File: config.mk
export PLATFORM = sky130hd
export DESIGN_NAME = two_level_preemptive_scheduler_unit
export DESIGN_NICKNAME = d
export VERILOG_FILES = /design/src/rtl/core/tlps_pkg.sv /design/src/rtl/core/two_level_preemptive_scheduler_unit.sv /design/src/rtl/core/tlps_ram.sv /design/src/rtl/core/tlps_ctrl.sv /design/src/rtl/core/tlps_dp.sv
export SDC_FILE = /design/constraint.sdc
export NUM_CORES = 2
export LEC_CHECK = 0
export ABC_CLOCK_PERIOD_IN_PS = 24600
export BUFFER_PORTS_ARGS = -buffer_cell sky130_fd_sc_hd__buf_2
export CAP_MARGIN = 10
export CORE_ASPECT_RATIO = 0.9
export CORE_MARGIN = 10
export CORE_UTILIZATION = 60
export DETAILED_ROUTE_END_ITERATION = 10
export PLACE_DENSITY = 0.76
export SLEW_MARGIN = 20
export SYNTH_ARGS = -nofsm -noshare
export SYNTH_HDL_FRONTEND = slang
export SYNTH_SLANG_ARGS = --single-unit
File: constraint.sdc
create_clock -name clk -period 24.6 [get_ports clk]
set_input_delay 3.69 -clock clk [delete_from_list [all_inputs] [get_ports clk]]
set_output_delay 3.69 -clock clk [all_outputs]
set_load 0.05 [all_outputs]
File: src/rtl/core/tlps_pkg.sv
// ----------------------------------------------------------------------------
// tlps_pkg
// Shared types, sizes and helpers of the two-level preemptive scheduler.
// ----------------------------------------------------------------------------
package tlps_pkg;

  localparam int MAX_PROCS = 16;
  localparam int IDX_W     = $clog2(MAX_PROCS);
  localparam int CNT_W     = $clog2(MAX_PROCS + 1);
  // wide enough for the last arrival plus every burst of a full table
  localparam int CLK_W     = $clog2((MAX_PROCS + 1) * 65536);
  localparam int TIME_W    = 22;
  localparam int WIDE_W    = (CLK_W > TIME_W) ? CLK_W : TIME_W;
  localparam int DESC_W    = 48;
  localparam int RES_W     = 2 * CLK_W;
  localparam int RES_DEPTH = 2 * (1 << IDX_W);

  localparam logic [TIME_W-1:0] TIME_MAX = '1;

  typedef struct packed {
    logic [15:0] id;
    logic [15:0] at;
    logic [15:0] bt;
  } desc_t;

  // controller to datapath
  typedef struct packed {
    logic load_in;
    logic ins_rd;
    logic ins_shift;
    logic ins_place;
    logic drop;
    logic sim_init;
    logic fetch;
    logic load_heads;
    logic step;
    logic em_init;
    logic em_rd;
    logic em_calc;
    logic em_next;
    logic clear;
  } cmd_t;

  // datapath to controller
  typedef struct packed {
    logic room;
    logic pos_zero;
    logic rd_greater;
    logic is_last;
    logic sim_done;
    logic refetch;
    logic em_last;
  } status_t;

  // clamp a time value to the 22-bit output range
  function automatic logic [TIME_W-1:0] sat_time(input logic [WIDE_W-1:0] v);
    logic [TIME_W-1:0] r;
    if (v > WIDE_W'(TIME_MAX)) r = TIME_MAX;
    else r = v[TIME_W-1:0];
    return r;
  endfunction

endpackage

File: src/rtl/core/two_level_preemptive_scheduler_unit.sv
// ----------------------------------------------------------------------------
// two_level_preemptive_scheduler_unit
// Two-level preemptive multilevel-queue scheduler with per-process timing.
// ----------------------------------------------------------------------------
// Descriptors are loaded one item at a time into a system or user queue kept
// stably sorted by arrival; on a load each queue entry with a later arrival
// is read through the registered read port of the queue RAM and moved up one
// slot before the item is placed. A dropped descriptor is not placed. The
// item with last_item set starts the run: a setup step, then one scheduling
// event per step of the controller (a process completion, an idle gap or a
// user preemption), with a fetch of the queue heads after each completion.
// Emission takes a setup step, then each result item is read, computed and
// held until the output accepts it; results come system queue first, then
// user queue, in arrival order, with last_result on the final one. Beyond the
// table capacity descriptors are dropped and table_overflow is set on every
// result of that batch. Input is not taken during the run or the emission.
module two_level_preemptive_scheduler_unit import tlps_pkg::*; (
  input  logic               clk,
  input  logic               rst,
  input  logic               in_valid,
  output logic               in_ready,
  input  logic [15:0]        proc_id,
  input  logic [15:0]        arrival,
  input  logic [15:0]        burst,
  input  logic               is_user,
  input  logic               last_item,
  output logic               out_valid,
  input  logic               out_ready,
  output logic [15:0]        out_proc_id,
  output logic               out_is_user,
  output logic [TIME_W-1:0]  completion_time,
  output logic [TIME_W-1:0]  turnaround_time,
  output logic [TIME_W-1:0]  waiting_time,
  output logic [TIME_W-1:0]  response_time,
  output logic               table_overflow,
  output logic               last_result
);

  cmd_t    cmd;
  status_t status;

  // sequencer
  tlps_ctrl u_ctrl (
    .clk(clk), .rst(rst), .in_valid(in_valid), .in_ready(in_ready),
    .out_valid(out_valid), .out_ready(out_ready), .status(status), .cmd(cmd)
  );

  // datapath
  tlps_dp u_dp (
    .clk(clk), .rst(rst), .cmd(cmd), .status(status),
    .proc_id(proc_id), .arrival(arrival), .burst(burst),
    .is_user(is_user), .last_item(last_item),
    .out_proc_id(out_proc_id), .out_is_user(out_is_user),
    .completion_time(completion_time), .turnaround_time(turnaround_time),
    .waiting_time(waiting_time), .response_time(response_time),
    .table_overflow(table_overflow), .last_result(last_result)
  );

endmodule

File: src/rtl/core/tlps_ram.sv
// ----------------------------------------------------------------------------
// tlps_ram
// Generic single write port, single read port RAM with registered read.
// ----------------------------------------------------------------------------
module tlps_ram #(
  parameter int WIDTH = 8,
  parameter int DEPTH = 16
) (
  input  logic                     clk,
  input  logic                     we,
  input  logic [$clog2(DEPTH)-1:0] waddr,
  input  logic [WIDTH-1:0]         wdata,
  input  logic [$clog2(DEPTH)-1:0] raddr,
  output logic [WIDTH-1:0]         rdata
);

  logic [WIDTH-1:0] mem [DEPTH];

  // write and registered read
  always_ff @(posedge clk) begin
    if (we) mem[waddr] <= wdata;
    rdata <= mem[raddr];
  end

endmodule

File: src/rtl/core/tlps_ctrl.sv
// ----------------------------------------------------------------------------
// tlps_ctrl
// Sequencer for load, sorted insert, tick simulation and result emission.
// ----------------------------------------------------------------------------
module tlps_ctrl import tlps_pkg::*; (
  input  logic    clk,
  input  logic    rst,
  input  logic    in_valid,
  output logic    in_ready,
  output logic    out_valid,
  input  logic    out_ready,
  input  status_t status,
  output cmd_t    cmd
);

  typedef enum logic [3:0] {
    S_IDLE, S_INS_CHK, S_INS_CMP, S_SIM_INIT, S_FETCH, S_LOAD, S_STEP,
    S_EM_INIT, S_EM_RD, S_EM_CALC, S_EM_HOLD
  } state_t;

  state_t state, state_next;

  // commands and next state
  always_comb begin
    cmd        = '0;
    state_next = state;
    unique case (state)
      S_IDLE: begin
        if (in_valid && in_ready) begin
          cmd.load_in = 1'b1;
          state_next  = S_INS_CHK;
        end
      end
      S_INS_CHK: begin
        if (!status.room) begin
          cmd.drop   = 1'b1;
          state_next = status.is_last ? S_SIM_INIT : S_IDLE;
        end else if (status.pos_zero) begin
          cmd.ins_place = 1'b1;
          state_next    = status.is_last ? S_SIM_INIT : S_IDLE;
        end else begin
          cmd.ins_rd = 1'b1;
          state_next = S_INS_CMP;
        end
      end
      S_INS_CMP: begin
        if (status.rd_greater) begin
          cmd.ins_shift = 1'b1;
          state_next    = S_INS_CHK;
        end else begin
          cmd.ins_place = 1'b1;
          state_next    = status.is_last ? S_SIM_INIT : S_IDLE;
        end
      end
      S_SIM_INIT: begin
        cmd.sim_init = 1'b1;
        state_next   = S_FETCH;
      end
      S_FETCH: begin
        cmd.fetch  = 1'b1;
        state_next = S_LOAD;
      end
      S_LOAD: begin
        cmd.load_heads = 1'b1;
        state_next     = S_STEP;
      end
      S_STEP: begin
        cmd.step = 1'b1;
        if (status.sim_done) state_next = S_EM_INIT;
        else if (status.refetch) state_next = S_FETCH;
      end
      S_EM_INIT: begin
        cmd.em_init = 1'b1;
        state_next  = S_EM_RD;
      end
      S_EM_RD: begin
        cmd.em_rd  = 1'b1;
        state_next = S_EM_CALC;
      end
      S_EM_CALC: begin
        cmd.em_calc = 1'b1;
        state_next  = S_EM_HOLD;
      end
      S_EM_HOLD: begin
        if (out_ready) begin
          if (status.em_last) begin
            cmd.clear  = 1'b1;
            state_next = S_IDLE;
          end else begin
            cmd.em_next = 1'b1;
            state_next  = S_EM_RD;
          end
        end
      end
      default: state_next = S_IDLE;
    endcase
  end

  // state and registered handshake outputs
  always_ff @(posedge clk) begin
    if (rst) begin
      state     <= S_IDLE;
      in_ready  <= 1'b1;
      out_valid <= 1'b0;
    end else begin
      state     <= state_next;
      in_ready  <= (state_next == S_IDLE);
      out_valid <= (state_next == S_EM_HOLD);
    end
  end

endmodule

File: src/rtl/core/tlps_dp.sv
// ----------------------------------------------------------------------------
// tlps_dp
// Queues, schedule registers, time arithmetic and result registers.
// ----------------------------------------------------------------------------
module tlps_dp import tlps_pkg::*; (
  input  logic               clk,
  input  logic               rst,
  input  cmd_t               cmd,
  output status_t            status,
  input  logic [15:0]        proc_id,
  input  logic [15:0]        arrival,
  input  logic [15:0]        burst,
  input  logic               is_user,
  input  logic               last_item,
  output logic [15:0]        out_proc_id,
  output logic               out_is_user,
  output logic [TIME_W-1:0]  completion_time,
  output logic [TIME_W-1:0]  turnaround_time,
  output logic [TIME_W-1:0]  waiting_time,
  output logic [TIME_W-1:0]  response_time,
  output logic               table_overflow,
  output logic               last_result
);

  // loaded item and insert position
  desc_t            din;
  logic             din_user;
  logic             din_last;
  logic [CNT_W-1:0] pos;

  // control state
  logic [CNT_W-1:0] scnt, ucnt;
  logic             ovf;

  // schedule registers
  logic [CNT_W-1:0] si, ui;
  logic [CLK_W-1:0] sclk;
  desc_t            sh, uh;
  logic [15:0]      urem;
  logic             ustarted;
  logic [CLK_W-1:0] uresp;
  logic             ufresh;

  // emission index
  logic [CNT_W-1:0] eidx;
  logic             ecls;

  // memory ports
  logic [DESC_W-1:0]       sq_rd, uq_rd, q_wdata;
  logic                    sq_we, uq_we;
  logic [IDX_W-1:0]        q_waddr, sq_raddr, uq_raddr;
  logic [RES_W-1:0]        res_rd, res_wdata;
  logic                    res_we;
  logic [IDX_W:0]          res_waddr, res_raddr;

  desc_t            q_sel, e_d;
  logic [CNT_W-1:0] pos_m1;
  logic [CNT_W:0]   total;

  // step arithmetic
  logic             sys_v, usr_v, sys_go, usr_go, ufin;
  logic [CLK_W-1:0] sh_at, uh_at, gap, run, ct_s, ct_u, resp_s, resp_u, next_at;

  // emission arithmetic
  logic [CLK_W-1:0] e_ct, e_resp, e_tat, e_wt;

  assign q_sel  = din_user ? desc_t'(uq_rd) : desc_t'(sq_rd);
  assign e_d    = ecls ? desc_t'(uq_rd) : desc_t'(sq_rd);
  assign pos_m1 = pos - CNT_W'(1);
  assign total  = {1'b0, scnt} + {1'b0, ucnt};

  // heads and the decision of one step
  always_comb begin
    sh_at  = CLK_W'(sh.at);
    uh_at  = CLK_W'(uh.at);
    sys_v  = (si < scnt);
    usr_v  = (ui < ucnt);
    sys_go = sys_v && (sh_at <= sclk);
    usr_go = usr_v && (uh_at <= sclk);
    gap    = sh_at - sclk;
    run    = CLK_W'(urem);
    if (sys_v && (gap < run)) run = gap;
    ct_s   = sclk + CLK_W'(sh.bt);
    ct_u   = sclk + run;
    resp_s = sclk - sh_at;
    resp_u = ustarted ? uresp : (sclk - uh_at);
    ufin   = (CLK_W'(urem) == run);
    next_at = '1;
    if (sys_v) next_at = sh_at;
    if (usr_v && (uh_at < next_at)) next_at = uh_at;
  end

  // status to the controller
  always_comb begin
    status.room       = (total < (CNT_W + 1)'(MAX_PROCS));
    status.pos_zero   = (pos == '0);
    status.rd_greater = (q_sel.at > din.at);
    status.is_last    = din_last;
    status.sim_done   = !sys_v && !usr_v;
    status.refetch    = sys_go || (usr_go && ufin);
    if (ecls) status.em_last = (eidx == ucnt - CNT_W'(1));
    else status.em_last = (eidx == scnt - CNT_W'(1)) && (ucnt == '0);
  end

  // queue memory ports
  always_comb begin
    q_waddr  = pos[IDX_W-1:0];
    q_wdata  = cmd.ins_shift ? DESC_W'(q_sel) : DESC_W'(din);
    sq_we    = (cmd.ins_shift || cmd.ins_place) && !din_user;
    uq_we    = (cmd.ins_shift || cmd.ins_place) && din_user;
    if (cmd.ins_rd) begin
      sq_raddr = pos_m1[IDX_W-1:0];
      uq_raddr = pos_m1[IDX_W-1:0];
    end else if (cmd.fetch) begin
      sq_raddr = si[IDX_W-1:0];
      uq_raddr = ui[IDX_W-1:0];
    end else begin
      sq_raddr = eidx[IDX_W-1:0];
      uq_raddr = eidx[IDX_W-1:0];
    end
  end

  // result memory ports
  always_comb begin
    res_we    = cmd.step && (sys_go || (usr_go && ufin));
    res_waddr = sys_go ? {1'b0, si[IDX_W-1:0]} : {1'b1, ui[IDX_W-1:0]};
    res_wdata = sys_go ? {resp_s, ct_s} : {resp_u, ct_u};
    res_raddr = {ecls, eidx[IDX_W-1:0]};
  end

  tlps_ram #(.WIDTH(DESC_W), .DEPTH(MAX_PROCS)) u_sysq (
    .clk(clk), .we(sq_we), .waddr(q_waddr), .wdata(q_wdata),
    .raddr(sq_raddr), .rdata(sq_rd)
  );

  tlps_ram #(.WIDTH(DESC_W), .DEPTH(MAX_PROCS)) u_usrq (
    .clk(clk), .we(uq_we), .waddr(q_waddr), .wdata(q_wdata),
    .raddr(uq_raddr), .rdata(uq_rd)
  );

  tlps_ram #(.WIDTH(RES_W), .DEPTH(RES_DEPTH)) u_res (
    .clk(clk), .we(res_we), .waddr(res_waddr), .wdata(res_wdata),
    .raddr(res_raddr), .rdata(res_rd)
  );

  // emission arithmetic
  always_comb begin
    e_ct   = res_rd[CLK_W-1:0];
    e_resp = res_rd[RES_W-1:CLK_W];
    e_tat  = e_ct - CLK_W'(e_d.at);
    e_wt   = e_tat - CLK_W'(e_d.bt);
  end

  // counts and batch overflow
  always_ff @(posedge clk) begin
    if (rst) begin
      scnt <= '0;
      ucnt <= '0;
      ovf  <= 1'b0;
    end else begin
      if (cmd.clear) begin
        scnt <= '0;
        ucnt <= '0;
        ovf  <= 1'b0;
      end else begin
        if (cmd.drop) ovf <= 1'b1;
        if (cmd.ins_place) begin
          if (din_user) ucnt <= ucnt + CNT_W'(1);
          else scnt <= scnt + CNT_W'(1);
        end
      end
    end
  end

  // loaded item and insert position
  always_ff @(posedge clk) begin
    if (cmd.load_in) begin
      din      <= '{id: proc_id, at: arrival, bt: burst};
      din_user <= is_user;
      din_last <= last_item;
      pos      <= is_user ? ucnt : scnt;
    end else if (cmd.ins_shift) begin
      pos <= pos_m1;
    end
  end

  // tick simulation
  always_ff @(posedge clk) begin
    if (cmd.sim_init) begin
      si     <= '0;
      ui     <= '0;
      sclk   <= '0;
      ufresh <= 1'b1;
    end
    if (cmd.load_heads) begin
      sh <= desc_t'(sq_rd);
      uh <= desc_t'(uq_rd);
      if (ufresh) begin
        // burst field of the user head
        urem     <= uq_rd[15:0];
        ustarted <= 1'b0;
        ufresh   <= 1'b0;
      end
    end
    if (cmd.step) begin
      if (sys_go) begin
        sclk <= ct_s;
        si   <= si + CNT_W'(1);
      end else if (usr_go) begin
        sclk     <= ct_u;
        urem     <= urem - run[15:0];
        uresp    <= resp_u;
        ustarted <= 1'b1;
        if (ufin) begin
          ui     <= ui + CNT_W'(1);
          ufresh <= 1'b1;
        end
      end else if (sys_v || usr_v) begin
        sclk <= next_at;
      end
    end
  end

  // emission index
  always_ff @(posedge clk) begin
    if (cmd.em_init) begin
      eidx <= '0;
      ecls <= (scnt == '0);
    end else if (cmd.em_next) begin
      if (!ecls && (eidx == scnt - CNT_W'(1))) begin
        eidx <= '0;
        ecls <= 1'b1;
      end else begin
        eidx <= eidx + CNT_W'(1);
      end
    end
  end

  // output register
  always_ff @(posedge clk) begin
    if (cmd.em_calc) begin
      out_proc_id     <= e_d.id;
      out_is_user     <= ecls;
      completion_time <= sat_time(WIDE_W'(e_ct));
      turnaround_time <= sat_time(WIDE_W'(e_tat));
      waiting_time    <= sat_time(WIDE_W'(e_wt));
      response_time   <= sat_time(WIDE_W'(e_resp));
      table_overflow  <= ovf;
      last_result     <= status.em_last;
    end
  end

endmodule

==> results.md <==
- The flow ran to the end, and the final reports show no timing, DRC or antenna violations.
- After clock tree synthesis, the flow added hold-fix buffers numbering 0.
- By area, the combinational part of the netlist is dominated by multiplexers.
- The adder and majority gate portion of the synthesized area is 1.975%.
- The worst register-to-register path has a setup slack of 14.75 ns.
- For this run, the post-layout net count is 9,308.
- The die width is 519.6 um.
- The number of placed instances, taps included, is 11,700.
- Relative to the synthesized area, the layout overhead comes to 11.31%.
- The count of warnings emitted by yosys is 0.
- Counting flops with a built-in enable in the synthesized netlist gives 3,108.
- The worst hold path begins at u_dp.u_res.rdata[38].
- The total length of routed wires is 383,600 um.
- Measured on the finished design, the core utilization comes to 67.39%.
- IR analysis of the VDD net gives a maximum drop of 0.0001036 V.
- The highest clock rate is 101.5 MHz.
- In this run, CTS created clock tree buffers numbering 329.
- The number of flip-flops and latches in the synthesized netlist is 3,317.
- The first global-routing pass estimated 548,100 um of wire.
- Counting instances, the worst hold path has a depth of 0.
- The final number of hold-violating endpoints is 0.
- The floorplan step defined a core boundary enclosing 222,600 um^2.
- The number of distinct standard cells referenced by the synthesized netlist is 88.
- The critical path in this run is classified as flip-flop to flip-flop.
- The initial antenna violation count came to 23.
- The worst min-delay path class is flip-flop to flip-flop.
- The slew at the pin with the worst max-slew slack is 1.378 ns.
- The max-slew violation total from the final report is 0.
- The worst clock skew on the final layout is 0.1087 ns.
- The number of buffers inserted to repair setup after CTS is 0.
- The normalized max-slew margin is 8.116%.
- The sequential fraction of the synthesis area is 72.34%.
- The largest area contributor in the netlist is sky130_fd_sc_hd__edfxtp_1.
- The library cells used most frequently in the layout, excluding fill and tap cells, are 3,108 x sky130_fd_sc_hd__edfxtp_1, 1,841 x sky130_fd_sc_hd__nand2_1, 550 x sky130_fd_sc_hd__a21oi_1.
- The wire length per cell after detailed routing is 31.22 um.
- The synthesized netlist occupies a cell area of 134,800 um^2.
- The number of placed I/O pins is 163.
- The kind of cell with the highest combined delay along the critical path is compound AO/OA/AOI/OAI gates.
- The H-tree was split into 5 levels.
- Setup violations remaining at the end of the flow were counted as 0.
- The analysis attributes to cell leakage a power of 50.22 nW.
- Routability-driven placement finished with a final weighted congestion of 0.9294.
- The total of cells resized after clock tree synthesis is 0.
- For this design the ratio of total power to cell area is 114.5 nW/um^2.
- The post-synthesis xor/xnor area fraction is 0.9877%.
- The final instance count without filler cells is 12,290.
- Among all stages on the critical path, the largest delay is contributed by sky130_fd_sc_hd__a2111oi_1.
- The post-detailed-route count of antenna-violating nets is 0.
- The capture endpoint of the worst hold path is u_dp.response_time[17].
- For this run, the slowest stage of the critical path takes 0.83 ns.
- The area fraction in compound gates after synthesis is 6.556%.
- CTS saw 3,317 sinks.
- Global routing used 30.41% of the available tracks across all layers.
- The via count is 82,140.
- TritonCTS built the clock tree.
- Setup repair after global routing left no endpoint under its margin.
- In the final timing run, aggregate negative setup slack is 0 ns.
- The cell seen most often among critical-path stages is sky130_fd_sc_hd__a21oi_1.
- After synthesis, the mean cell area works out to 15.24 um^2.
- The half-perimeter wire length after detailed placement is 209,300 um.
- The maximum count of clock buffers along a single path is 4.
- The fraction of final layout cells sized beyond drive strength 1 is 15.97%.
- Using the TritonRoute via totals, the vias-per-cell ratio works out to 6.684.
- The die covers 244,000 um^2.
- The final critical path takes up 40.05% of the cycle.
- Max-cap violations in this run came to 0.
- The effective utilization at floorplan is 60.54%.
- After filler insertion, the fill cell instance count of the layout stands at 14,240.
- The worst path arrival time is 10.49 ns.
- The number of global-route vias before repair is 79,000.
- The first-iteration detailed-routing DRC count is 12,310.
- The initialized floorplan defines 164 standard-cell rows.
- In this run the critical register-to-register path is launched from u_dp.sclk[1].
- The post-synthesis mux area share is 8.595%.
- The die is 469.7 um tall.
- The shortest clock period the worst path allows after layout is 9.852 ns.
- In the post-synthesis netlist, the biggest area contributors are sky130_fd_sc_hd__edfxtp_1 69%, sky130_fd_sc_hd__mux4_2 7.0%, sky130_fd_sc_hd__nand2_1 5.1%.
- The number of buffer cells added on primary ports is 158.
- The critical path contains buffers and inverters numbering 2 combined.
- The maximum fanout along the worst path is 45.
- Counting buffers and inverters, the worst setup path is 29 cells deep.
- The reg-to-reg critical path endpoint is u_dp.u_res.mem[30][18].
- After synthesis, the share of flip-flops with an asynchronous set or reset is 0%.
- Counting every instance in the synthesized netlist gives 8,846.
- The prevailing post-synth register cell is sky130_fd_sc_hd__edfxtp_1.
- The clock latency reported for the late side of the worst-skew pair is 0.98 ns.
- The global route total overflow is 0.
- The critical path data required time is 25.24 ns.
- The number of optimization iterations in the first detailed-route pass is 8.
- The most frequent standard cell in the layout excluding fill and tap cells is sky130_fd_sc_hd__edfxtp_1.
- Summing the areas of all and, or, nand and nor instances in the mapped netlist gives 7.700% of the synthesized area.
- STA classifies the critical path startpoint as a flip-flop.
- The worst setup path is captured at a flip-flop.
- The clock transition time at the flip-flop clock pins of the worst setup and hold paths is 0.06 ns.
- After detailed routing, the number of remaining DRC violations is 0.
- The synthesized design devotes to its leading area cell type 69.24% of total area.
- Entering global routing, the biggest net connects 220 pins.
- The depth of the most critical reg-to-reg path is 29.
- Clock tree synthesis selected as its root buffer the cell sky130_fd_sc_hd__clkbuf_16.
## through the flow
stage               setup slack, ns  hold slack (ns)  instance area [um^2]  total power, mW
floorplan                     14.10           0.3855                134800            10.52
global placement              14.77           0.3859                139600            12.06
detailed placement            14.56           0.3895                139600            12.22
CTS                           14.46           0.4041                149800            17.04
global route                  14.09           0.4096                150000            17.77
finish                        14.75           0.4033                150000            17.18
## worst reg2reg max path, delay by kind of cell (launching register included)
family | cells | cell delay, ns
mux | 1 | 0.27
compound gates | 15 | 4.75
buf+inv | 2 | 0.61
simple gates | 5 | 0.86
fa+ha+maj | 4 | 1.57
xor+xnor | 2 | 0.98
flops | 1 | 0.51
## worst max-delay path by stage
stage,start,to,slack [ns]
after floorplan,u_dp.sclk[1],u_dp.u_res.mem[29][0],14.10
after CTS,u_dp.sclk[1],u_dp.u_res.mem[29][20],14.46
after global placement,u_dp.sclk[1],u_dp.u_res.mem[12][20],14.77
after detailed placement,u_dp.sclk[1],u_dp.u_res.mem[0][20],14.56
after global routing,u_dp.sclk[1],u_dp.u_res.mem[31][18],14.09
final,u_dp.sclk[1],u_dp.u_res.mem[30][18],14.75
## registers in the layout (all words and copies together) (netlist names), 4 cells and up
register,flops
u_dp.u_res.mem,1344
u_dp.u_sysq.mem,768
u_dp.u_usrq.mem,768
u_dp.din,48
u_dp.u_sysq.rdata,48
u_dp.u_usrq.rdata,48
u_dp.u_res.rdata,42
u_dp.sh,32
u_dp.completion_time,21
u_dp.response_time,21
u_dp.sclk,21
u_dp.turnaround_time,21
u_dp.uresp,21
u_dp.waiting_time,21
u_dp.out_proc_id,16
u_dp.uh,16
u_dp.urem,16
u_dp.eidx,5
u_dp.pos,5
u_dp.scnt,5
u_dp.si,5
u_dp.ucnt,5
u_dp.ui,5
u_ctrl.state,4
## per-layer routing
layer / part of all wire [%] / wire, um / track usage, %
met1: 37 / 142400 / 42.40
met2: 46 / 177600 / 46.92
met3: 12 / 45340 / 6.856
met4: 4.7 / 18060 / 12.47
met5: 0.050 / 191 / 0
## cell type report
cell class,instances,area [um^2],area share (%)
Antenna cell,9,22.52,0.01501
Timing Repair Buffer,351,2342,1.561
Multi-Input combinational cell,4906,35660,23.77
Clock inverter,128,1132,0.7547
Sequential cell,3317,97530,65.01
Clock buffer,448,9075,6.049
Inverter,141,529.3,0.3528
Tap cell,2988,3739,2.492
## report_power, final
group	leakage [nW]	switching [mW]	internal, mW	total, mW
Sequential	29.8	0.276	7.26	7.53
Combinational	15.4	3.48	1.32	4.79
Clock	5.01	2.08	2.77	4.85
## Yosys cell counts, drive strengths merged, types with 18 or more instances
master	n
nor3	60
dfxtp	209
a21o	69
xnor2	98
o21a	29
a21oi	558
mux4	420
nor2b	20
nand2b	27
xor2	54
buf	127
and2	26
o21ai	159
o21bai	18
a211oi	18
clkbuf	360
a32oi	190
nand4	26
edfxtp	3108
mux2i	92
nor2	209
nand3	231
inv	141
nand2	1849
a31oi	214
mux2	107
ha	200
## cell families (layout without fill, tap and decap cells)
logic type	after synthesis	in the layout
xor+xnor	152	152
flops	3317	3317
fa+ha+maj	208	208
mux	619	619
simple gates	2529	2529
other cells	1	15
compound gates	1392	1392
buf+inv	628	1068
Note: power is estimated with default switching activity, not from simulation.
